<file path="src/rtl/bhc_pkg.sv">
package bhc_pkg;

   // Sizing
   localparam int MAX_BUCKETS    = 7;
   localparam int COUNT_BITS     = 32;
   localparam int NUM_BOUND_REGS = 7;
   localparam int BKT_SLOTS      = (MAX_BUCKETS < NUM_BOUND_REGS) ? MAX_BUCKETS : NUM_BOUND_REGS;
   localparam int BKT_W          = (BKT_SLOTS > 1) ? $clog2(BKT_SLOTS) : 1;
   localparam int BND_W          = (NUM_BOUND_REGS > 1) ? $clog2(NUM_BOUND_REGS) : 1;

   // Field widths
   localparam int SAMPLE_W    = 32;
   localparam int SUM_W       = 64;
   localparam int OUT_COUNT_W = 32;
   localparam int OUT_NUM_W   = 3;
   localparam int USE_W       = 3;
   localparam int CSR_IDX_W   = 4;
   localparam int CSR_DATA_W  = 32;

   typedef logic [COUNT_BITS-1:0]                   count_type;
   typedef logic [SAMPLE_W-1:0]                     sample_type;
   typedef logic [SUM_W-1:0]                        sum_type;
   typedef logic [BKT_W-1:0]                        bkt_idx_type;
   typedef logic [USE_W-1:0]                        use_type;
   typedef logic [NUM_BOUND_REGS-1:0][SAMPLE_W-1:0] bound_arr_type;

   // Request opcodes
   typedef enum logic {
      OP_OBSERVE = 1'b0,
      OP_COLLECT = 1'b1
   } op_type;

   // Register indexes
   localparam logic [CSR_IDX_W-1:0] REG_BOUNDARY_0     = CSR_IDX_W'(0);
   localparam logic [CSR_IDX_W-1:0] REG_BUCKETS_IN_USE = CSR_IDX_W'(NUM_BOUND_REGS);
   localparam use_type              USE_RESET          = USE_W'(7);

   // Collect sequencer
   typedef enum logic [1:0] {
      ST_IDLE,
      ST_READ,
      ST_CALC,
      ST_SEND
   } state_type;

   // Count bank control
   typedef struct packed {
      bkt_idx_type rd_addr;
      logic        wr_en;
      bkt_idx_type wr_addr;
   } bank_ctrl_type;

   localparam count_type COUNT_MAX = '1;

   function automatic count_type sat_inc(input count_type c);
      return (c == COUNT_MAX) ? c : c + count_type'(1);
   endfunction

   function automatic count_type sat_add(input count_type a, input count_type b);
      logic [COUNT_BITS:0] s;
      s = {1'b0, a} + {1'b0, b};
      return s[COUNT_BITS] ? COUNT_MAX : s[COUNT_BITS-1:0];
   endfunction

   function automatic logic [OUT_COUNT_W-1:0] clamp_out(input count_type c);
      logic [127:0] w;
      w = 128'(c);
      return (w > 128'(64'hFFFF_FFFF)) ? '1 : w[OUT_COUNT_W-1:0];
   endfunction

endpackage

</file>
<file path="src/rtl/bhc_req_if.sv">
interface bhc_req_if;
   import bhc_pkg::*;

   logic       valid;
   logic       ready;
   op_type     op;
   sample_type sample;

   modport source (output valid, output op, output sample, input ready);
   modport sink   (input valid, input op, input sample, output ready);
endinterface

</file>
<file path="src/rtl/bhc_rsp_if.sv">
interface bhc_rsp_if;
   import bhc_pkg::*;

   logic                   valid;
   logic                   ready;
   logic [OUT_NUM_W-1:0]   bucket_number;
   sample_type             bucket_bound;
   logic [OUT_COUNT_W-1:0] cum_count;
   sum_type                sum_value;
   logic                   is_last;

   modport source (output valid, output bucket_number, output bucket_bound,
                   output cum_count, output sum_value, output is_last,
                   input ready);
   modport sink   (input valid, input bucket_number, input bucket_bound,
                   input cum_count, input sum_value, input is_last,
                   output ready);
endinterface

</file>
<file path="src/rtl/bhc_csr_if.sv">
interface bhc_csr_if;
   import bhc_pkg::*;

   logic                  valid;
   logic                  ready;
   logic [CSR_IDX_W-1:0]  index;
   logic [CSR_DATA_W-1:0] data;

   modport source (output valid, output index, output data, input ready);
   modport sink   (input valid, input index, input data, output ready);
endinterface

</file>
<file path="src/rtl/bhc_classify.sv">
module bhc_classify (
   input  bhc_pkg::bound_arr_type bounds,
   input  bhc_pkg::use_type       n_active,
   input  bhc_pkg::sample_type    sample,
   output logic                   hit,
   output bhc_pkg::bkt_idx_type   idx
);
   import bhc_pkg::*;

   // Parallel signed compares, lowest matching bucket wins
   always_comb begin
      hit = 1'b0;
      idx = '0;
      for (int i = BKT_SLOTS - 1; i >= 0; i--) begin
         if ((i < int'(n_active)) && ($signed(bounds[i]) >= $signed(sample))) begin
            hit = 1'b1;
            idx = BKT_W'(i);
         end
      end
   end
endmodule

</file>
<file path="src/rtl/bhc_count_bank.sv">
module bhc_count_bank (
   input  logic                   clock,
   input  logic                   reset,
   input  bhc_pkg::bank_ctrl_type ctrl,
   input  bhc_pkg::count_type     wr_data,
   output bhc_pkg::count_type     rd_data
);
   import bhc_pkg::*;

   count_type                mem [BKT_SLOTS];
   logic [BKT_SLOTS-1:0]     vld_ff;
   logic [BKT_SLOTS-1:0]     vld_in;
   count_type                rd_q_ff;
   logic                     rd_vld_ff;

   // Per-entry valid bits stand in for a zero fill after reset
   always_comb begin
      vld_in = vld_ff;
      if (ctrl.wr_en) begin
         vld_in[ctrl.wr_addr] = 1'b1;
      end
   end

   always_ff @(posedge clock) begin
      if (reset) begin
         vld_ff    <= '0;
         rd_vld_ff <= 1'b0;
      end else begin
         vld_ff    <= vld_in;
         rd_vld_ff <= vld_ff[ctrl.rd_addr];
      end
   end

   // Single write port, registered read (old data on same-address collision)
   always_ff @(posedge clock) begin
      if (ctrl.wr_en) begin
         mem[ctrl.wr_addr] <= wr_data;
      end
      rd_q_ff <= mem[ctrl.rd_addr];
   end

   assign rd_data = rd_vld_ff ? rd_q_ff : '0;
endmodule

</file>
<file path="src/rtl/bucket_histogram_counter.sv">
// Cumulative bucket histogram. Observe beats bin a signed Q16.16 sample into
// the first active bucket whose upper boundary is at least the sample, bump
// that bucket's saturating count and add the sample into a wrapping 64-bit
// sum; samples above every active boundary are dropped. Observe beats are
// taken one per cycle while idle: counts live in a one-port-read, one-port-
// write memory with a registered read; the read-modify-write splits into
// classify-and-read and increment-and-write stages, with forwarding between
// back-to-back hits on one bucket. A collect beat returns one result beat per
// active bucket (bucket number, boundary, saturating cumulative count, running
// sum, last flag). Each result passes the memory read, accumulate and present
// states, held in present while the sink holds ready low; no request is taken
// until the final result is delivered. With zero buckets in use a collect
// returns nothing. Counts come up zero after reset without a clearing pass.
module bucket_histogram_counter (
   input logic  clock,
   input logic  reset,
   bhc_req_if.sink   req_bus,
   bhc_rsp_if.source rsp_bus,
   bhc_csr_if.sink   csr_bus
);
   import bhc_pkg::*;

   // Configuration registers
   bound_arr_type boundary_ff;
   bound_arr_type boundary_in;
   use_type       use_ff;
   use_type       use_in;
   use_type       n_active;

   // Sequencer and collect datapath
   state_type     state_ff;
   state_type     state_in;
   bkt_idx_type   k_ff;
   bkt_idx_type   k_in;
   count_type     cum_ff;
   count_type     cum_in;
   count_type     cum_next;
   logic          k_last;

   // Observe pipeline
   logic          cls_hit;
   bkt_idx_type   cls_idx;
   logic          s1_valid_ff;
   logic          s1_valid_in;
   bkt_idx_type   s1_idx_ff;
   sample_type    s1_sample_ff;
   logic          fwd_valid_ff;
   bkt_idx_type   fwd_idx_ff;
   count_type     fwd_data_ff;
   count_type     old_count;
   count_type     new_count;
   sum_type       sum_ff;
   sum_type       sum_in;

   // Count bank
   bank_ctrl_type bank_ctrl;
   count_type     rd_data;

   // Output register
   logic [OUT_NUM_W-1:0]   out_num_ff;
   logic [OUT_NUM_W-1:0]   out_num_in;
   sample_type             out_bound_ff;
   sample_type             out_bound_in;
   logic [OUT_COUNT_W-1:0] out_count_ff;
   logic [OUT_COUNT_W-1:0] out_count_in;
   logic                   out_last_ff;
   logic                   out_last_in;

   logic req_fire;
   logic rsp_fire;

   assign req_fire = req_bus.valid && req_bus.ready;
   assign rsp_fire = rsp_bus.valid && rsp_bus.ready;

   // CSR writes; unknown indexes fall through
   assign csr_bus.ready = 1'b1;

   always_comb begin
      boundary_in = boundary_ff;
      use_in      = use_ff;
      if (csr_bus.valid) begin
         if (csr_bus.index < REG_BUCKETS_IN_USE) begin
            boundary_in[BND_W'(csr_bus.index - REG_BOUNDARY_0)] = csr_bus.data[SAMPLE_W-1:0];
         end else if (csr_bus.index == REG_BUCKETS_IN_USE) begin
            use_in = csr_bus.data[USE_W-1:0];
         end
      end
   end

   always_ff @(posedge clock) begin
      if (reset) begin
         boundary_ff <= '0;
         use_ff      <= USE_RESET;
      end else begin
         boundary_ff <= boundary_in;
         use_ff      <= use_in;
      end
   end

   assign n_active = (int'(use_ff) > BKT_SLOTS) ? USE_W'(BKT_SLOTS) : use_ff;

   // Stage 0: bucket select from the request payload
   bhc_classify u_classify (
      .bounds   (boundary_ff),
      .n_active (n_active),
      .sample   (req_bus.sample),
      .hit      (cls_hit),
      .idx      (cls_idx)
   );

   assign s1_valid_in = req_fire && (req_bus.op == OP_OBSERVE) && cls_hit;

   // Stage 1: increment with forwarding from the previous write
   assign old_count = (fwd_valid_ff && (fwd_idx_ff == s1_idx_ff)) ? fwd_data_ff : rd_data;
   assign new_count = sat_inc(old_count);
   assign sum_in    = s1_valid_ff ?
                      sum_ff + {{(SUM_W-SAMPLE_W){s1_sample_ff[SAMPLE_W-1]}}, s1_sample_ff} :
                      sum_ff;

   always_ff @(posedge clock) begin
      if (reset) begin
         s1_valid_ff  <= 1'b0;
         fwd_valid_ff <= 1'b0;
         sum_ff       <= '0;
      end else begin
         s1_valid_ff  <= s1_valid_in;
         fwd_valid_ff <= s1_valid_ff;
         sum_ff       <= sum_in;
      end
   end

   always_ff @(posedge clock) begin
      s1_idx_ff    <= cls_idx;
      s1_sample_ff <= req_bus.sample;
      fwd_idx_ff   <= s1_idx_ff;
      fwd_data_ff  <= new_count;
   end

   assign bank_ctrl.rd_addr = (state_ff == ST_IDLE) ? cls_idx : k_ff;
   assign bank_ctrl.wr_en   = s1_valid_ff;
   assign bank_ctrl.wr_addr = s1_idx_ff;

   bhc_count_bank u_count_bank (
      .clock   (clock),
      .reset   (reset),
      .ctrl    (bank_ctrl),
      .wr_data (new_count),
      .rd_data (rd_data)
   );

   // Collect sequencer: next state
   assign k_last = (int'(k_ff) + 1) == int'(n_active);

   always_comb begin
      state_in = state_ff;
      case (state_ff)
         ST_IDLE: begin
            if (req_fire && (req_bus.op == OP_COLLECT) && (n_active != '0)) begin
               state_in = ST_READ;
            end
         end
         ST_READ: state_in = ST_CALC;
         ST_CALC: state_in = ST_SEND;
         ST_SEND: begin
            if (rsp_bus.ready) begin
               state_in = k_last ? ST_IDLE : ST_READ;
            end
         end
         default: state_in = ST_IDLE;
      endcase
   end

   // Collect sequencer: outputs and datapath loads
   assign cum_next = sat_add(cum_ff, rd_data);

   always_comb begin
      req_bus.ready = 1'b0;
      rsp_bus.valid = 1'b0;
      k_in          = k_ff;
      cum_in        = cum_ff;
      out_num_in    = out_num_ff;
      out_bound_in  = out_bound_ff;
      out_count_in  = out_count_ff;
      out_last_in   = out_last_ff;
      case (state_ff)
         ST_IDLE: begin
            req_bus.ready = 1'b1;
            k_in          = '0;
            cum_in        = '0;
         end
         ST_READ: begin
         end
         ST_CALC: begin
            cum_in       = cum_next;
            out_num_in   = OUT_NUM_W'(k_ff);
            out_bound_in = boundary_ff[BND_W'(k_ff)];
            out_count_in = clamp_out(cum_next);
            out_last_in  = k_last;
         end
         ST_SEND: begin
            rsp_bus.valid = 1'b1;
            if (rsp_bus.ready) begin
               k_in = k_ff + BKT_W'(1);
            end
         end
         default: begin
         end
      endcase
   end

   always_ff @(posedge clock) begin
      if (reset) begin
         state_ff <= ST_IDLE;
      end else begin
         state_ff <= state_in;
      end
   end

   always_ff @(posedge clock) begin
      k_ff         <= k_in;
      cum_ff       <= cum_in;
      out_num_ff   <= out_num_in;
      out_bound_ff <= out_bound_in;
      out_count_ff <= out_count_in;
      out_last_ff  <= out_last_in;
   end

   assign rsp_bus.bucket_number = out_num_ff;
   assign rsp_bus.bucket_bound  = out_bound_ff;
   assign rsp_bus.cum_count     = out_count_ff;
   assign rsp_bus.sum_value     = sum_ff;
   assign rsp_bus.is_last       = out_last_ff;

   // No count update may be in flight while a collect walks the bank
   a_no_update_in_collect : assert property (@(posedge clock) disable iff (reset)
      (state_ff != ST_IDLE) |-> !s1_valid_ff)
      else $error("count write during collect");

   // The final result returns the block to idle
   a_last_ends_collect : assert property (@(posedge clock) disable iff (reset)
      (rsp_fire && rsp_bus.is_last) |=> (state_ff == ST_IDLE))
      else $error("collect did not end after last result");

   // Results only describe active buckets
   a_bucket_in_range : assert property (@(posedge clock) disable iff (reset)
      rsp_bus.valid |-> (int'(rsp_bus.bucket_number) < int'(n_active)))
      else $error("result for inactive bucket");

   // A held result keeps its cumulative count
   a_count_held : assert property (@(posedge clock) disable iff (reset)
      (rsp_bus.valid && !rsp_bus.ready) |=> $stable(out_count_ff))
      else $error("result count changed while stalled");
endmodule

</file>
<file path="src/flat_wrapper.sv">
// flat-port wrapper written by rule: the top's interface ports become plain ports
module bucket_histogram_counter_flat import bhc_pkg::*;
  (clock, reset, req_bus_valid, req_bus_op, req_bus_sample, req_bus_ready, rsp_bus_valid, rsp_bus_bucket_number, rsp_bus_bucket_bound, rsp_bus_cum_count, rsp_bus_sum_value, rsp_bus_is_last, rsp_bus_ready, csr_bus_valid, csr_bus_index, csr_bus_data, csr_bus_ready);
  bhc_req_if req_bus_i ();
  bhc_rsp_if rsp_bus_i ();
  bhc_csr_if csr_bus_i ();
  input logic clock;
  input logic reset;
  input wire logic [$bits(req_bus_i.valid)-1:0] req_bus_valid;
  input wire logic [$bits(req_bus_i.op)-1:0] req_bus_op;
  input wire logic [$bits(req_bus_i.sample)-1:0] req_bus_sample;
  output wire logic [$bits(req_bus_i.ready)-1:0] req_bus_ready;
  output wire logic [$bits(rsp_bus_i.valid)-1:0] rsp_bus_valid;
  output wire logic [$bits(rsp_bus_i.bucket_number)-1:0] rsp_bus_bucket_number;
  output wire logic [$bits(rsp_bus_i.bucket_bound)-1:0] rsp_bus_bucket_bound;
  output wire logic [$bits(rsp_bus_i.cum_count)-1:0] rsp_bus_cum_count;
  output wire logic [$bits(rsp_bus_i.sum_value)-1:0] rsp_bus_sum_value;
  output wire logic [$bits(rsp_bus_i.is_last)-1:0] rsp_bus_is_last;
  input wire logic [$bits(rsp_bus_i.ready)-1:0] rsp_bus_ready;
  input wire logic [$bits(csr_bus_i.valid)-1:0] csr_bus_valid;
  input wire logic [$bits(csr_bus_i.index)-1:0] csr_bus_index;
  input wire logic [$bits(csr_bus_i.data)-1:0] csr_bus_data;
  output wire logic [$bits(csr_bus_i.ready)-1:0] csr_bus_ready;
  assign req_bus_i.valid = req_bus_valid;
  assign req_bus_i.op = req_bus_op;
  assign req_bus_i.sample = req_bus_sample;
  assign req_bus_ready = req_bus_i.ready;
  assign rsp_bus_valid = rsp_bus_i.valid;
  assign rsp_bus_bucket_number = rsp_bus_i.bucket_number;
  assign rsp_bus_bucket_bound = rsp_bus_i.bucket_bound;
  assign rsp_bus_cum_count = rsp_bus_i.cum_count;
  assign rsp_bus_sum_value = rsp_bus_i.sum_value;
  assign rsp_bus_is_last = rsp_bus_i.is_last;
  assign rsp_bus_i.ready = rsp_bus_ready;
  assign csr_bus_i.valid = csr_bus_valid;
  assign csr_bus_i.index = csr_bus_index;
  assign csr_bus_i.data = csr_bus_data;
  assign csr_bus_ready = csr_bus_i.ready;
  bucket_histogram_counter u_core (.clock(clock), .reset(reset), .req_bus(req_bus_i), .rsp_bus(rsp_bus_i), .csr_bus(csr_bus_i));
endmodule
</file>
<file path="config.mk">
export PLATFORM = sky130hd
export DESIGN_NAME = bucket_histogram_counter_flat
export DESIGN_NICKNAME = d
export VERILOG_FILES = /design/src/rtl/bhc_pkg.sv /design/src/rtl/bhc_req_if.sv /design/src/rtl/bhc_rsp_if.sv /design/src/rtl/bhc_csr_if.sv /design/src/rtl/bhc_classify.sv /design/src/rtl/bhc_count_bank.sv /design/src/rtl/bucket_histogram_counter.sv /design/src/flat_wrapper.sv
export SDC_FILE = /design/constraint.sdc
export NUM_CORES = 2
export LEC_CHECK = 0
export ABC_AREA = 1
export BUFFER_PORTS_ARGS = -buffer_cell sky130_fd_sc_hd__buf_4
export CORE_MARGIN = 10
export CORE_UTILIZATION = 45
export CTS_CLUSTER_SIZE = 28
export DETAILED_ROUTE_END_ITERATION = 7
export PLACE_DENSITY = 0.67
export SLEW_MARGIN = 5
export SYNTH_ARGS = -nofsm -noshare
export SYNTH_HDL_FRONTEND = slang
export SYNTH_SLANG_ARGS = --single-unit
</file>
<file path="constraint.sdc">
create_clock -name clock -period 3.65 [get_ports clock]
set_input_delay 0.1825 -clock clock [delete_from_list [all_inputs] [get_ports clock]]
set_output_delay 0.1825 -clock clock [all_outputs]
set_load 0.01 [all_outputs]
</file>
==> flow_metrics.py <==
metrics = {
    "sta": {
        "slew_headroom_pct": 28.9,
        "hold_viol": 0,
        "min_period_ns": 3.50,
        "timing.setup.tns_ns": 0,
        "min_period_over_period_pct": 95.9,
        "grt_setup_unrepaired": "false",
        "slew_violations": 0,
        "finalSetupViolCount": 0,
        "tightest_slew_ns": 1.07,
        "fmax_mhz": 286,
        "finClkSkew_ns": 0.0280,
    },
    "critical_path": {
        "r2r_slack_ns": 0.15,
        "ff2ff_path_depth": 15,
        "crit_path_end_kind": "flip-flop",
        "crit_required_ns": 4.05,
        "critical_path_class": "reg2reg",
        "crit_slowest_cell": "dfxtp_1",
        "cp_common_cell": "buf_4",
        "start_kind": "flip-flop",
        "max_stage_delay_ns": 0.43,
        "critPathMaxFanout": 19,
        "arrival_ns": 3.90,
        "cp_cell_sequence": "xnor2_2 -> nand4_4 -> buf_12 -> buf_12 -> buf_4 -> o21ai_0 -> nor3_2 -> nand2_1 -> inv_1 -> nand2_4 -> inv_2 -> buf_4 -> nor3_1 -> a31oi_1 -> buf_4",
    },
    "floorplanning": {
        "fp.dieArea_sq_um": 102000,
        "initial_core_util_pct": 45.5,
        "die_w_um": 320,
        "io_pins": 209,
        "core_sq_um": 88800,
        "rows": 109,
        "die_h_um": 320,
    },
    "route": {
        "wire_per_inst_um": 18.8,
        "num_vias": 35000,
        "via_per_inst": 5.39,
        "drt_iter0_markers": 2951,
        "detail-route-antenna-nets": 0,
        "drt_pass1_iterations": 6,
        "drc_errors": 0,
        "finalWirelength_mm": 122,
    },
    "synthesis": {
        "yosysWarnings": 0,
        "synth_cells": 5025,
        "synth-seq-cells": 732,
        "avgSynthCellArea_sq_um": 8.05,
        "async_flop_share_pct": 0,
        "ys_seq_area_share_pct": 44.3,
        "synthesis.nets": 5425,
        "syn_area_sq_um": 40400,
        "synthFlopType": "dfxtp_1",
        "synth_area_leaders": "edfxtp_1 24%, dfxtp_1 20%, ha_1 10%",
        "ys_types": 56,
        "synth_area_leader_cell": "edfxtp_1",
        "yosysTopAreaCellShare_pct": 24.3,
        "synth_edf_count": 327,
    },
    "power_and_ir_drop": {
        "power_density_nw_per_um2": 608,
        "leakagePower_nw": 21.2,
        "vdd_drop_max_mv": 0.443,
    },
    "place": {
        "dpl.hpwl_mm": 86.0,
        "gp_congestion": 0.942,
        "port_buffers": 207,
        "placed_cells": 6282,
    },
    "outcome": {
        "status": "finished clean",
    },
    "cts": {
        "h-tree-depth": 3,
        "cts_buffer_depth": 3,
        "clk_pin_slew_worst_paths_ns": 0.06,
        "cts_made_buffers": 83,
        "post-cts-setup-buffers": 0,
        "cts_tree": "done",
        "clock-sinks": 732,
        "clock_latency_ns": 0.67,
        "cts_root_buf": "clkbuf_16",
    },
    "grt": {
        "grt_pass1_vias": 33200,
        "antenna_found_initial": 11,
        "grt.overflow.total": 0,
        "grt-busiest-layer": "met2",
        "grtUsageMet3_pct": 3.70,
        "grt_usage_pct": 23.1,
        "met1_usage_pct": 30.7,
        "grtUsageMet2_pct": 38.4,
        "grt_max_degree": 195,
        "grt_first_pass_wirelength_mm": 189,
    },
    "min_path": {
        "hp-class": "in2reg",
        "holdPathStages": 3,
    },
    "run": {
        "max-cap-violations": 0,
    },
    "layout": {
        "synthToLayoutAreaGrowth_pct": 16.7,
        "fin_nets": 5672,
        "fin_cells": 6508,
        "drive_gt1_share_pct": 9.70,
    },
}
[layer usage]
metal	vias to the layer above	wire length, um
li1	17400	-
met4	8	3240
met5	-	45
met3	205	8540
met2	1110	56400
met1	16300	54100
[cells in the mapped netlist, types with 5 or more instances]
library cell / instances
dfxtp_1: 405
clkbuf_1: 160
nand2_1: 940
o211ai_1: 54
inv_2: 5
o21a_1: 26
nand3_1: 238
a221oi_1: 7
nor2_1: 398
nand4_1: 35
edfxtp_1: 327
o21ai_1: 21
xnor2_1: 38
nand3b_1: 101
nor3_1: 31
nor2_2: 6
or2_2: 6
o21ai_0: 439
o221ai_1: 9
nor4_1: 10
o21bai_1: 8
buf_2: 26
a21oi_1: 538
inv_1: 675
a21o_1: 6
ha_1: 324
a31oi_1: 71
xor2_1: 46
buf_1: 11
[cells in the final DEF, fill, tap and decap left out, types with 7 or more instances in the layout]
| cell type | Yosys | final |
|---|---|---|
| clkbuf_8 | 0 | 7 |
| nor2_1 | 398 | 390 |
| xor2_1 | 46 | 42 |
| nand4_1 | 35 | 35 |
| clkbuf_1 | 160 | 23 |
| nor4_1 | 10 | 8 |
| o221ai_1 | 9 | 9 |
| nand3_1 | 238 | 234 |
| nor2_2 | 6 | 8 |
| dlygate4sd3_1 | 0 | 70 |
| dfxtp_1 | 405 | 404 |
| nand2_1 | 940 | 935 |
| nand2_2 | 4 | 7 |
| nor3_1 | 31 | 29 |
| o21a_1 | 26 | 26 |
| buf_12 | 0 | 14 |
| clkinv_1 | 4 | 8 |
| o21ai_1 | 21 | 17 |
| clkinv_2 | 0 | 13 |
| buf_4 | 4 | 283 |
| inv_1 | 675 | 671 |
| o211ai_1 | 54 | 54 |
| o21ai_2 | 3 | 9 |
| a21oi_1 | 538 | 535 |
| bufinv_16 | 0 | 7 |
| nand3b_1 | 101 | 101 |
| xnor2_2 | 3 | 7 |
| ha_1 | 324 | 323 |
| o21ai_0 | 439 | 436 |
| xnor2_1 | 38 | 34 |
| nor2_4 | 1 | 7 |
| a31oi_1 | 71 | 71 |
| o21bai_1 | 8 | 7 |
| edfxtp_1 | 327 | 327 |
| clkbuf_16 | 0 | 85 |
| a221oi_1 | 7 | 7 |
[through the flow]
| step | cell area [sq um] | hold WS, ns | utilization, % | total power, mW | setup slack (ns) |
|---|---|---|---|---|---|
| floorplan | 40400 | 0.210 | - | 16.6 | 0.166 |
| global placement | 43600 | 0.299 | 49.1 | 20.0 | -0.00649 |
| detailed placement | 43600 | 0.300 | 49.1 | 20.1 | -0.0367 |
| CTS | 47000 | 0.0218 | 53.0 | 28.8 | 0.0535 |
| global route | 47200 | 0.0582 | 53.2 | 30.3 | 0.00338 |
| finish | 47200 | 0.0654 | 53.2 | 28.7 | 0.149 |
[worst max-delay path: cells and delay by family (launching register included)]
| family | cells | cell delay (ns) |
|---|---|---|
| buf+inv | 7 | 1.09 |
| flops | 1 | 0.43 |
| simple gates | 5 | 0.93 |
| xor+xnor | 1 | 0.16 |
| compound gates | 2 | 0.60 |
[where the power goes]
part	switching, mW	leakage, nW	internal (mW)
sequential	0.499	6.39	10.1
clock	3.58	1.35	4.97
combinational	6.36	13.4	3.14
total	10.4	21.2	18.3
[path summary, 6_finish.rpt]
| path | start | to |
|---|---|---|
| setup / recovery | u_core.s1_idx_ff[1] | u_core.u_count_bank.mem[0][7] |
| hold / removal | csr_bus_index[0] | u_core.boundary_ff[179] |
| setup reg to reg | u_core.s1_idx_ff[1] | u_core.u_count_bank.mem[0][7] |
| hold reg to reg | u_core.s1_idx_ff[0] | u_core.fwd_idx_ff[0] |
[sequential cells by signal (all words and copies together) (netlist names), 7 cells and up]
register                     flops
u_core.boundary_ff             224
u_core.u_count_bank.mem        224
u_core.rsp_bus.sum_value        64
u_core.cum_ff                   32
u_core.fwd_data_ff              32
u_core.rsp_bus.bucket_bound     32
u_core.rsp_bus.cum_count        32
u_core.s1_sample_ff             32
u_core.u_count_bank.rd_q_ff     32
u_core.u_count_bank.vld_ff       7
[cells by family (layout without fill, tap and decap cells)]
family	after synthesis	in the layout	share of synthesized area [%]
other	1	4	0.00927
flip-flops	732	732	44.3
adder cells (fa/ha/maj)	326	326	10.1
XOR/XNOR	87	87	1.94
AND/OR/NAND/NOR	1790	1790	19.1
AO/OA/AOI/OAI	1199	1199	16.0
buffers and inverters	890	1205	8.48
[cell type report]
class | instances | area, sq um
clock inverters | 38 | 457
fillers | 8263 | 41600
multi-input cells | 3403 | 19300
repair buffers | 368 | 3120
diodes | 3 | 7.51
inverters | 684 | 2580
flip-flops and latches | 732 | 17900
well taps | 1165 | 1460
clock buffers | 115 | 2310
[what timing repair did]
action / CTS / global route
setup endpoints to repair: 0 / 123
hold buffers: 70 / 0
hold endpoints to repair: 264 / 0
gates resized for setup: 0 / 35
(Power assumes the default switching activity.)
